$ cat src/rtl/core/irc_pkg.sv
package irc_pkg;

  localparam int TableSize     = 7;
  localparam int ProtocolCount = 7;
  localparam int CfgIdxW       = 4;
  localparam int CfgDataW      = 48;

  localparam logic [31:0] TimeoutLimit = 32'd500000;
  localparam logic [15:0] TickSpan     = 16'hFFFF;

  typedef logic [2:0] proto_t;

  localparam proto_t ProtoSony = 3'd2;

  typedef enum logic {
    EV_TICK    = 1'b0,
    EV_CAPTURE = 1'b1
  } event_kind_t;

  typedef enum logic [CfgIdxW-1:0] {
    CFG_RC5       = 4'd0,
    CFG_RC6       = 4'd1,
    CFG_SONY      = 4'd2,
    CFG_JVC       = 4'd3,
    CFG_NEC       = 4'd4,
    CFG_SHARP     = 4'd5,
    CFG_PANASONIC = 4'd6,
    CFG_TOLERANCE = 4'd7
  } cfg_idx_t;

  typedef struct packed {
    logic [31:0] interval;
    logic [15:0] lead_width;
  } entry_t;

  typedef struct packed {
    logic   hit;
    proto_t id;
  } match_t;

  typedef struct packed {
    logic        valid;
    logic [15:0] pulse;
    logic [7:0]  edge_index;
    proto_t      protocol;
  } result_t;

endpackage

$ cat src/rtl/core/irc_if.sv
interface irc_in_if;
  logic        valid;
  logic        ready;
  logic        kind;
  logic [15:0] pulse_length;

  modport source (output valid, output kind, output pulse_length, input ready);
  modport sink (input valid, input kind, input pulse_length, output ready);
endinterface

interface irc_out_if;
  logic        valid;
  logic        ready;
  logic [15:0] pulse_out;
  logic [7:0]  edge_index;
  logic [2:0]  protocol_id;

  modport source (output valid, output pulse_out, output edge_index, output protocol_id,
                  input ready);
  modport sink (input valid, input pulse_out, input edge_index, input protocol_id,
                output ready);
endinterface

interface irc_cfg_if;
  logic        valid;
  logic        ready;
  logic [3:0]  index;
  logic [47:0] data;

  modport source (output valid, output index, output data, input ready);
  modport sink (input valid, input index, input data, output ready);
endinterface

$ cat src/rtl/core/ir_start_pulse_protocol_classifier.sv
// IR start-pulse protocol classifier.
// in_ch carries timer events: kind 0 is an overflow tick, kind 1 an edge capture
// with its pulse length. out_ch carries one item per forwarded pulse: the pulse
// length, the edge index and the protocol chosen by matching the pulse at edge index 2.
// cfg_ch writes the seven protocol entries (index 0..6) and the width tolerance
// (index 7); other indexes are ignored. cfg_ch.ready is always high; write only
// while no event is in flight.
// An accepted event is held in an input register, then processed against the frame state
// combinationally; a forwarded pulse is registered in the result register before it
// appears on out_ch. One event is taken every cycle while out_ch does not stall.
// When out_ch stalls, the result register holds its item and in_ch keeps taking
// events until the input register is also occupied.
// Reset clears the configuration, the frame state (protocol returns to Sony) and
// the valid flags of both registers; in_ch.ready is low while reset is asserted.
module ir_start_pulse_protocol_classifier import irc_pkg::*; (
  input logic      clk,
  input logic      rst_n,
  irc_in_if.sink   in_ch,
  irc_out_if.source out_ch,
  irc_cfg_if.sink  cfg_ch
);

  entry_t [TableSize-1:0] entries;
  logic [15:0]            tolerance;
  result_t                res;

  logic        s1_valid_r;
  logic        s1_kind_r;
  logic [15:0] s1_pulse_r;

  logic        out_valid_r;
  logic [15:0] out_pulse_r;
  logic [7:0]  out_index_r;
  proto_t      out_proto_r;

  logic advance;
  logic in_acc;

  assign cfg_ch.ready = 1'b1;
  assign advance      = !out_valid_r || out_ch.ready;
  assign in_ch.ready  = rst_n && (!s1_valid_r || advance);
  assign in_acc       = in_ch.valid && in_ch.ready;

  irc_cfg_regs u_cfg (
    .clk         (clk),
    .rst_n       (rst_n),
    .wr_en       (cfg_ch.valid),
    .wr_idx      (cfg_ch.index),
    .wr_data     (cfg_ch.data),
    .entries_o   (entries),
    .tolerance_o (tolerance)
  );

  irc_core u_core (
    .clk       (clk),
    .rst_n     (rst_n),
    .proc_en   (s1_valid_r && advance),
    .kind      (s1_kind_r),
    .pulse     (s1_pulse_r),
    .entries   (entries),
    .tolerance (tolerance),
    .res_o     (res)
  );

  always_ff @(posedge clk) begin
    if (!rst_n) begin
      s1_valid_r <= 1'b0;
    end else if (in_ch.ready) begin
      s1_valid_r <= in_ch.valid;
    end
  end

  always_ff @(posedge clk) begin
    if (in_acc) begin
      s1_kind_r  <= in_ch.kind;
      s1_pulse_r <= in_ch.pulse_length;
    end
  end

  always_ff @(posedge clk) begin
    if (!rst_n) begin
      out_valid_r <= 1'b0;
    end else if (advance) begin
      out_valid_r <= res.valid;
    end
  end

  always_ff @(posedge clk) begin
    if (advance && res.valid) begin
      out_pulse_r <= res.pulse;
      out_index_r <= res.edge_index;
      out_proto_r <= res.protocol;
    end
  end

  assign out_ch.valid       = out_valid_r;
  assign out_ch.pulse_out   = out_pulse_r;
  assign out_ch.edge_index  = out_index_r;
  assign out_ch.protocol_id = out_proto_r;

endmodule

$ cat src/rtl/core/irc_cfg_regs.sv
module irc_cfg_regs import irc_pkg::*; (
  input  logic                  clk,
  input  logic                  rst_n,
  input  logic                  wr_en,
  input  logic [CfgIdxW-1:0]    wr_idx,
  input  logic [CfgDataW-1:0]   wr_data,
  output entry_t [TableSize-1:0] entries_o,
  output logic [15:0]           tolerance_o
);

  entry_t [TableSize-1:0] entries_r;
  logic [15:0]            tolerance_r;

  always_ff @(posedge clk) begin
    if (!rst_n) begin
      entries_r   <= '0;
      tolerance_r <= '0;
    end else if (wr_en) begin
      unique case (wr_idx) inside
        [CFG_RC5:CFG_PANASONIC]: begin
          entries_r[wr_idx[2:0]] <= entry_t'(wr_data);
        end
        CFG_TOLERANCE: begin
          tolerance_r <= wr_data[15:0];
        end
        default: begin
        end
      endcase
    end
  end

  assign entries_o   = entries_r;
  assign tolerance_o = tolerance_r;

endmodule

$ cat src/rtl/core/irc_match.sv
module irc_match import irc_pkg::*; (
  input  entry_t [TableSize-1:0] entries,
  input  logic [15:0]            tolerance,
  input  logic [15:0]            pulse,
  output match_t                 match_o
);

  logic [15:0] hi [TableSize];
  logic [15:0] lo [TableSize];

  always_comb begin
    for (int i = 0; i < TableSize; i++) begin
      hi[i] = entries[i].lead_width + tolerance;
      lo[i] = entries[i].lead_width - tolerance;
    end
  end

  // lowest index wins
  always_comb begin
    match_o = '0;
    for (int i = ProtocolCount - 1; i >= 0; i--) begin
      if (pulse < hi[i] && pulse > lo[i]) begin
        match_o.hit = 1'b1;
        match_o.id  = proto_t'(i);
      end
    end
  end

endmodule

$ cat src/rtl/core/irc_core.sv
module irc_core import irc_pkg::*; (
  input  logic                   clk,
  input  logic                   rst_n,
  input  logic                   proc_en,
  input  logic                   kind,
  input  logic [15:0]            pulse,
  input  entry_t [TableSize-1:0] entries,
  input  logic [15:0]            tolerance,
  output result_t                res_o
);

  proto_t      cur_proto_r, cur_proto_nxt;
  logic [7:0]  edge_count_r, edge_count_nxt;
  logic [31:0] timeline_r, timeline_nxt;
  logic        repeat_r, repeat_nxt;

  logic [7:0]  count_inc;
  logic [31:0] tl_tick;
  logic [31:0] tl_cap;
  logic [2:0]  sel_idx;
  logic [31:0] interval_sel;
  match_t      match;

  irc_match u_match (
    .entries   (entries),
    .tolerance (tolerance),
    .pulse     (pulse),
    .match_o   (match)
  );

  assign count_inc    = edge_count_r + 8'd1;
  assign tl_tick      = timeline_r + {16'd0, TickSpan};
  assign tl_cap       = timeline_r + {16'd0, pulse};
  assign sel_idx      = (cur_proto_r == proto_t'(TableSize)) ? 3'd0 : cur_proto_r;
  assign interval_sel = entries[sel_idx].interval;

  always_comb begin
    cur_proto_nxt  = cur_proto_r;
    edge_count_nxt = edge_count_r;
    timeline_nxt   = timeline_r;
    repeat_nxt     = repeat_r;
    res_o          = '0;
    if (proc_en) begin
      if (event_kind_t'(kind) == EV_TICK) begin
        if (tl_tick >= TimeoutLimit) begin
          edge_count_nxt = '0;
          timeline_nxt   = '0;
        end else begin
          timeline_nxt = tl_tick;
        end
      end else begin
        edge_count_nxt = count_inc;
        if (count_inc == 8'd1) begin
          repeat_nxt   = (tl_cap < interval_sel);
          timeline_nxt = '0;
        end else if (count_inc == 8'd2) begin
          timeline_nxt = tl_cap;
          if (match.hit) begin
            cur_proto_nxt = match.id;
          end
        end else begin
          timeline_nxt     = tl_cap;
          res_o.valid      = !repeat_r;
          res_o.pulse      = pulse;
          res_o.edge_index = count_inc;
          res_o.protocol   = cur_proto_r;
        end
      end
    end
  end

  always_ff @(posedge clk) begin
    if (!rst_n) begin
      cur_proto_r  <= ProtoSony;
      edge_count_r <= '0;
      timeline_r   <= '0;
      repeat_r     <= 1'b0;
    end else begin
      cur_proto_r  <= cur_proto_nxt;
      edge_count_r <= edge_count_nxt;
      timeline_r   <= timeline_nxt;
      repeat_r     <= repeat_nxt;
    end
  end

endmodule

$ cat src/flat_wrapper.sv
// flat-port wrapper written by rule: the top's interface ports become plain ports
module ir_start_pulse_protocol_classifier_flat import irc_pkg::*;
  (clk, rst_n, in_ch_valid, in_ch_kind, in_ch_pulse_length, in_ch_ready, out_ch_valid, out_ch_pulse_out, out_ch_edge_index, out_ch_protocol_id, out_ch_ready, cfg_ch_valid, cfg_ch_index, cfg_ch_data, cfg_ch_ready);
  irc_in_if in_ch_i ();
  irc_out_if out_ch_i ();
  irc_cfg_if cfg_ch_i ();
  input logic clk;
  input logic rst_n;
  input wire logic [$bits(in_ch_i.valid)-1:0] in_ch_valid;
  input wire logic [$bits(in_ch_i.kind)-1:0] in_ch_kind;
  input wire logic [$bits(in_ch_i.pulse_length)-1:0] in_ch_pulse_length;
  output wire logic [$bits(in_ch_i.ready)-1:0] in_ch_ready;
  output wire logic [$bits(out_ch_i.valid)-1:0] out_ch_valid;
  output wire logic [$bits(out_ch_i.pulse_out)-1:0] out_ch_pulse_out;
  output wire logic [$bits(out_ch_i.edge_index)-1:0] out_ch_edge_index;
  output wire logic [$bits(out_ch_i.protocol_id)-1:0] out_ch_protocol_id;
  input wire logic [$bits(out_ch_i.ready)-1:0] out_ch_ready;
  input wire logic [$bits(cfg_ch_i.valid)-1:0] cfg_ch_valid;
  input wire logic [$bits(cfg_ch_i.index)-1:0] cfg_ch_index;
  input wire logic [$bits(cfg_ch_i.data)-1:0] cfg_ch_data;
  output wire logic [$bits(cfg_ch_i.ready)-1:0] cfg_ch_ready;
  assign in_ch_i.valid = in_ch_valid;
  assign in_ch_i.kind = in_ch_kind;
  assign in_ch_i.pulse_length = in_ch_pulse_length;
  assign in_ch_ready = in_ch_i.ready;
  assign out_ch_valid = out_ch_i.valid;
  assign out_ch_pulse_out = out_ch_i.pulse_out;
  assign out_ch_edge_index = out_ch_i.edge_index;
  assign out_ch_protocol_id = out_ch_i.protocol_id;
  assign out_ch_i.ready = out_ch_ready;
  assign cfg_ch_i.valid = cfg_ch_valid;
  assign cfg_ch_i.index = cfg_ch_index;
  assign cfg_ch_i.data = cfg_ch_data;
  assign cfg_ch_ready = cfg_ch_i.ready;
  ir_start_pulse_protocol_classifier u_core (.clk(clk), .rst_n(rst_n), .in_ch(in_ch_i), .out_ch(out_ch_i), .cfg_ch(cfg_ch_i));
endmodule
$ cat config.mk
export PLATFORM = sky130hd
export DESIGN_NAME = ir_start_pulse_protocol_classifier_flat
export DESIGN_NICKNAME = d
export VERILOG_FILES = /design/src/rtl/core/irc_pkg.sv /design/src/rtl/core/irc_if.sv /design/src/rtl/core/ir_start_pulse_protocol_classifier.sv /design/src/rtl/core/irc_cfg_regs.sv /design/src/rtl/core/irc_match.sv /design/src/rtl/core/irc_core.sv /design/src/flat_wrapper.sv
export SDC_FILE = /design/constraint.sdc
export NUM_CORES = 2
export LEC_CHECK = 0
export ABC_AREA = 1
export BUFFER_PORTS_ARGS = -buffer_cell sky130_fd_sc_hd__clkbuf_2
export CAP_MARGIN = 20
export CORE_UTILIZATION = 35
export DETAILED_ROUTE_END_ITERATION = 16
export PLACE_DENSITY = 0.59
export SKIP_CTS_REPAIR_TIMING = 1
export SYNTH_ARGS = -nofsm -noshare
export SYNTH_HDL_FRONTEND = slang
export SYNTH_SLANG_ARGS = --single-unit
$ cat constraint.sdc
create_clock -name clk -period 6.2 [get_ports clk]
set_input_delay 0.93 -clock clk [delete_from_list [all_inputs] [get_ports clk]]
set_output_delay 0.93 -clock clk [all_outputs]
set_load 0.1 [all_outputs]
# --- Word level (Yosys, flattened, before mapping) ---
# Cells that the tools add are included.
totals:
  regBits: 442
  input_bits: 74
  output_inout_bits: 30
  word_cells: 118
classes:
  eq_ne: 4
  reduce_logical: 25
  n_lt_le_gt_ge: 21
  muxes: 22
  add_sub_neg: 17
  n_bitwise: 3
ops:
  columns: ["cell", "n"]
  rows:
  - ["336-bit bitwise mux", 1]
  - ["48-bit binary-select mux with 3-bit select", 1]
  - ["48-bit demux with 3-bit select", 1]
  - ["16-bit adder", 7]
  - ["16-bit > comparator", 7]
  - ["16-bit < comparator", 7]
  - ["28-bit 2-to-1 mux", 4]
  - ["16-bit subtractor", 7]
  - ["32-bit 2-to-1 mux", 3]
  - ["48-bit 2-to-1 mux", 2]
  - ["32-bit by 16-bit adder with 32-bit output", 1]
  - ["32-bit by 16-bit adder with 32-bit output, second input constant", 1]
  - ["32-bit by 19-bit greater-or-equal comparator with 1-bit output, second input constant", 1]
  - ["32-bit < comparator", 1]
  - ["4-bit 2-to-1 mux", 7]
  - ["8-bit 2-to-1 mux", 2]
  - ["1-bit logical AND", 13]
  - ["8-bit by 1-bit adder with 8-bit output, second input constant", 1]
  - ["8-bit by 1-bit equality test with 1-bit output, second input constant", 1]
  - ["8-bit by 2-bit equality test with 1-bit output, second input constant", 1]
  - ["3-bit by 4-bit < comparator with 1-bit output, second input constant", 2]
  - ["2-bit AND reduction", 3]
  - ["5-bit AND reduction", 1]
  - ["4-bit by 3-bit equality test with 1-bit output, second input constant", 1]
  - ["other kinds (11)", 16]

# --- Logic depth before layout (Yosys ltp) ---
depth:
  word_depth: 11
  depth_mapped: 31
  depth_no_buf: 30

# --- Cells and area by module ---
# From an unflattened synthesis, not the netlist that was laid out.
hier_totals:
  hier_cells: 5406
  hier_area_um2: 36448.7
modules_own_cells:
  columns: ["module", "instances", "area_each_um2", "cells_each", "seq_area_each_um2"]
  rows:
  - ["irc_match", 1, 14522.7, 2174, 0.0]
  - ["irc_cfg_regs", 1, 13599.3, 1964, 7046.8]
  - ["irc_core", 1, 6881.6, 1204, 880.8]
  - ["ir_start_pulse_protocol_classifier", 1, 1445.1, 64, 1361.3]

# --- Worst setup path after synthesis ---
# Ideal clock, no wire load.
synth_path:
  path_kind: "register to register"
  startpoint: "register u_core.u_cfg.tolerance_r[1], in the netlist u_core.u_cfg.tolerance_o[1]"
  endpoint: "register u_core.u_core.cur_proto_r[0]"
  t_required_ns: 6.087
  stages_incl_launch_ff: 25
  slack_ns: 1.880
  synth_period_minus_slack_ns: 4.320
  path_buffers: 0
  arrival_ns: 4.207
  setup_time_ns: 0.113
  cell_sequence: "dfxtp_1 inv_1 fa_1 a21oi_1 o21bai_1 nand2_1 nand3b_1 a21boi_0 o21ai_0 a21oi_1 o21ai_0 xor2_1 ha_1 nand4_1 or2_2 nor2_1 nor3_1 nand3_1 nand2_1 inv_1 nand4_1 nand2_1 nand2_1 nand2_1 nor2_1"
synth_between:
  elab_chain_len: 11
  word_cells_on_any_way: 43
  cone_classes: "add/sub (14); order compare (14); mux (7); reduce/logical (8)"
synth_lines:
  columns: ["element", "line", "rtl"]
  rows:
  - ["from (decl)", "irc_cfg_regs.sv:12", "logic [15:0] tolerance_r;"]
  - ["from (signal assigned)", "irc_cfg_regs.sv:24", "tolerance_r <= wr_data[15:0];"]
  - ["16-bit adder / 16-bit subtractor (equally long branches)", "irc_match.sv:13, irc_match.sv:14", null]
  - ["16-bit < comparator / 16-bit > comparator (equally long branches)", "irc_match.sv:22", "if (pulse < hi[i] && pulse > lo[i]) begin"]
  - ["1-bit logical AND", "irc_match.sv:22", null]
  - ["4-bit 2-to-1 mux (6 in a row)", "irc_match.sv:22", null]
  - ["4-bit 2-to-1 mux *", "irc_match.sv:22", null]
  - ["5-bit AND reduction (no source line)", null, null]
  - ["to (signal assigned)", "irc_core.sv:74", "cur_proto_r <= ProtoSony;"]
  - ["to (signal assigned)", "irc_core.sv:79", "cur_proto_r <= cur_proto_nxt;"]
  - ["to (decl)", "irc_core.sv:12", "proto_t cur_proto_r, cur_proto_nxt;"]
# Mark *: on every way between the ends. The rest lies on a longest branch, timed or not.
# A chain may end at the register's enable or synchronous reset.

# --- Worst setup path in the final report ---
layout_path:
  startpoint: "register u_core.u_cfg.tolerance_r[0], in the netlist u_core.u_cfg.tolerance_o[0]"
  endpoint: "register u_core.u_core.cur_proto_r[0]"
# The elaborated chain is that of the path after synthesis.

==> summary.md <==
| Metric | Value |
|---|---|
| Vias/cell | `approximately 5.3` |
| Vias in the first global route | `29900` |
| Sequential share of the synthesized area | `0.275` |
| Part of the cycle the worst path needs | `0.833` |
| VDD IR max | `approximately 0.21 mV` |
| Total Nets Final | `5345` |
| Area of the multi-input gates | `22200 um2` |
| Syn_nets | `5353` |
| Final-report hold violation count | `0` |
| CP Max Fanout | `15` |
| Reg-to-Reg End | `u_core.u_core.cur_proto_r[0]$_SDFFE_PN0P_` |
| Reg2reg start | `u_core.u_cfg.tolerance_o[0]$_SDFFE_PN0P_` |
| Clock buffer depth | `3` |
| Drt drc | `0` |
| IO Pins | `104` |
| Die X-Extent | `313 um` |
| Worst setup path endpoint | `u_core.u_core.cur_proto_r[0]$_SDFFE_PN0P_` |
| Input/output buffers | `102` |
| Synth cell types | `55` |
| R2R Setup Slk | `1.04 ns` |
| Most frequent cell after synthesis | `nor2_1` |
| Internal Power | `5.64 mW` |
| Reg power frac | `0.366` |
| Crit path top cell by count | `nand2_1` |
| Area grow syn2layout | `11.1%` |
| Dpl cells | `5990` |
| Final setup viols | `0` |
| Leak | `17.8 nW` |
| Worst Setup SP | `u_core.u_cfg.tolerance_o[0]$_SDFFE_PN0P_` |
| Layout cell share with drive strength beyond 1 | `0.0674` |
| Crit. End Element | `flip-flop` |
| Hpwl dp | `79.7 mm` |
| Fillers | `between 9000 and 10000` |
| Worst-path clk slew | `roughly 0.07 ns` |
| Register area | `9290 um2` |
| Area contributors post-synth | `dfxtp_1 24%, ha_1 18%, nor2_1 11%, o21ai_0 9.6%, nand2_1 5.7%` |
| Max Clock Skew | `0.0491 ns` |
| FF-to-FF path depth | `24` |
| Arr. time, crit path | `5.72 ns` |
| Setup TNS | `0 ns` |
| DR vias | `between 30000 and 40000` |
| Synth Register Bits | `442` |
| Largest net degree at the start of global routing | `199` |
| GR Util All Layers | `0.232` |
| Fmax | `194 MHz` |
| Cell area after synthesis | `33700 um2` |
| Row count | `roughly 110` |
| EDFF count, synth | `44` |
| Critical path's slowest cell | `dfxtp_1` |
| Fin. max-slew vios | `0` |
| Worst skew pair latency | `~0.66 ns` |
| Max Cap Viol | `0` |
| Fin cells | `6086` |
| Initial DRC Count | `2767` |
| Synth Warn # | `0` |
| Area of the core | `95300 um2` |
| Min Clock Period, post-route | `5.16 ns` |
| Fin worst setup slack | `1.04 ns` |
| Worst-Margin Slew | `1.19 ns` |
| H-Tree Depth | `2` |
| CTS Buf Count | `51` |
| Status | `finished, final reports clean` |
| Routability cong. | `0.949` |
| DIE HEIGHT | `313 um` |
| Relative slew slack | `0.208` |
| Fraction of synthesized cell area taken by the top area cell type | `0.236` |
| First-pass GRT wire length | `roughly 180 mm` |
| Post-synthesis async set-or-reset flop share | `0` |
| Crit Path Class | `flip-flop to flip-flop` |
| Combinational power share | `0.218` |
| Initial Util | `0.354` |
| Hold crit path type | `flip-flop to flip-flop` |
| Clock power frac | `0.416` |
| DR WL/cell | `19.1 um` |
| Power Dens Cells | `220 nW/um2` |
| Critical-path cell list | `ha_1 -> inv_1 -> fa_1 -> a21oi_1 -> o21bai_1 -> nand2_1 -> nand3b_1 -> a21boi_0 -> o21ai_0 -> a21oi_1 -> o21ai_0 -> xor2_1 -> ha_1 -> nand4_1 -> or2_2 -> o21ai_0 -> nand3_1 -> nand2_1 -> inv_1 -> nand4_1 -> nand2_1 -> nand2_1 -> nand2_1 -> nor2_1` |
| Congestion Overflow GR | `0` |
| Antenna violations before repair | `5` |
| Slowest cell delay on critical path | `between 0.9 and 1 ns` |
| Post-synth top flop | `dfxtp_1` |
| Tot Pwr | `a little over 8 mW` |
| Worst Path Required | `slightly below 7 ns` |
| Antenna Nets Post-Route | `0` |
| Switch share | `0.317` |
| Cells after Synth | `roughly 4800` |
| Startpoint types | `flip-flop` |
| Commonest cells post-synth | `1023 x nor2_1, 646 x o21ai_0, 511 x nand2_1` |
| Unrepaired setup endpoints after global routing | `no` |
| CTS root buffer | `clkbuf_16` |
| CTS tree | `yes` |
| Post-synth top area cell | `dfxtp_1` |
| Pre-CTS WS | `~1.1 ns` |
| P_sw | `2.62 mW` |
| Count of clock tree sinks | `442` |
| Die Area | `between 90000 and 100000 um2` |
| Hold_ws | `0.453 ns` |
| Mapped Avg Cell Area | `7.05 um2` |
| Drt total wl | `116 mm` |
| TritonRoute pass-1 iters | `6` |
stage by stage:
stage	util	cell area (um2)
2_1_floorplan	-	33700
3_3_place_gp	0.373	35600
3_5_place_dp	0.373	35600
4_1_cts	0.393	37500
5_1_grt	0.393	37500
6_report	0.393	37500
worst min path at each step:
stage | from | cells past startpoint | slack, ns | endpoint
after floorplan | u_core.u_cfg.entries_o[208]$_SDFFE_PN0P_ | 2 | 0.43 | u_core.u_cfg.entries_o[208]$_SDFFE_PN0P_
after global placement | u_core.u_cfg.entries_o[304]$_SDFFE_PN0P_ | 2 | 0.44 | u_core.u_cfg.entries_o[304]$_SDFFE_PN0P_
after detailed placement | u_core.u_cfg.entries_o[256]$_SDFFE_PN0P_ | 2 | 0.45 | u_core.u_cfg.entries_o[256]$_SDFFE_PN0P_
after CTS | in_ch_pulse_length[4] | 1 | 0.43 | u_core.s1_pulse_r[4]$_DFFE_PP_
after global routing | in_ch_pulse_length[4] | 1 | 0.45 | u_core.s1_pulse_r[4]$_DFFE_PP_
final | u_core.u_cfg.entries_o[256]$_SDFFE_PN0P_ | 2 | 0.45 | u_core.u_cfg.entries_o[256]$_SDFFE_PN0P_
power by group through the flow:
stage	registers, mW	clock network, mW	logic, mW
after floorplan	3.09	0	1.25
after global placement	3.08	0	1.76
after detailed placement	3.08	0	1.78
after CTS	3.02	3.50	1.79
after global routing	3.03	3.62	2.06
final	3.02	3.44	1.80
worst max-delay path: cells and delay by family, from the launching register on:
family,cells,cell delay [ns]
XOR/XNOR,1,0.15
flip-flops,1,0.93
AND/OR/NAND/NOR,11,1.63
AO/OA/AOI/OAI,7,1.21
adder cells (fa/ha/maj),3,1.03
buffers and inverters,2,0.15
state kept, by name, indices dropped and copies added (netlist names):
name                        cells
u_core.u_cfg.entries_o        336
u_core.out_ch.protocol_id       3
u_core.s1_pulse_r              16
u_core.u_core.repeat_r          1
u_core.out_ch.valid             1
u_core.out_ch.pulse_out        16
u_core.u_core.cur_proto_r       3
u_core.out_ch.edge_index        8
u_core.s1_kind_r                1
u_core.s1_valid_r               1
u_core.u_core.edge_count_r      8
u_core.u_core.timeline_r       32
u_core.u_cfg.tolerance_o       16
layer usage:
layer | track usage | wire (um) | up-vias
li1 | - | - | 16000
met1 | 0.317 | 52600 | 15000
met4 | 0.0649 | 3290 | 6
met3 | 0.0270 | 7020 | 186
met5 | 0 | 35 | -
met2 | 0.384 | 53100 | 1018
final cells by class:
cell class / count / area share
clock inverters: 36 / 0.0149
clock buffers: 58 / 0.0361
flip-flops and latches: 442 / 0.248
well taps: 1265 / 0.0422
multi-input cells: 3741 / 0.593
repair buffers: 173 / 0.0288
diodes: 2 / 0.000133
inverters: 369 / 0.0369
logic make-up after synthesis:
family | after synthesis | share of synthesized area
AOI/OAI and AO/OA | 1201 | 0.191
xor gates and xnor gates | 243 | 0.0631
adders and majority gates | 493 | 0.186
buffers and inverters | 603 | 0.0682
DFF | 442 | 0.275
other | 1 | 0.000111
and+or+nand+nor | 1803 | 0.217
layout by cell type (no fill, tap or decap), types with 5 or more instances in the layout:
master	n
nor2_1	1015
dfxtp_1	396
nor3_1	30
nand3_1	142
o21ai_1	12
o311ai_0	33
clkbuf_2	101
a211oi_1	9
nand3b_1	7
a31oi_1	23
xnor2_1	25
nor4_1	14
clkinv_2	10
o211ai_1	10
clkbuf_8	5
inv_2	12
clkinvlp_4	6
nand2_1	509
ha_1	478
and2_1	5
o21ai_0	646
or2_2	5
xor2_1	218
o31ai_1	11
clkinv_1	5
a21oi_1	380
inv_1	354
o21bai_1	18
a21o_1	10
nor2_2	6
bufinv_16	11
nor2_4	10
a21boi_0	27
buf_4	69
o21a_1	12
nand2_2	10
clkbuf_16	51
fa_1	15
edfxtp_1	44
nand4_1	35
No activity file was read; power rests on OpenSTA's default activity.
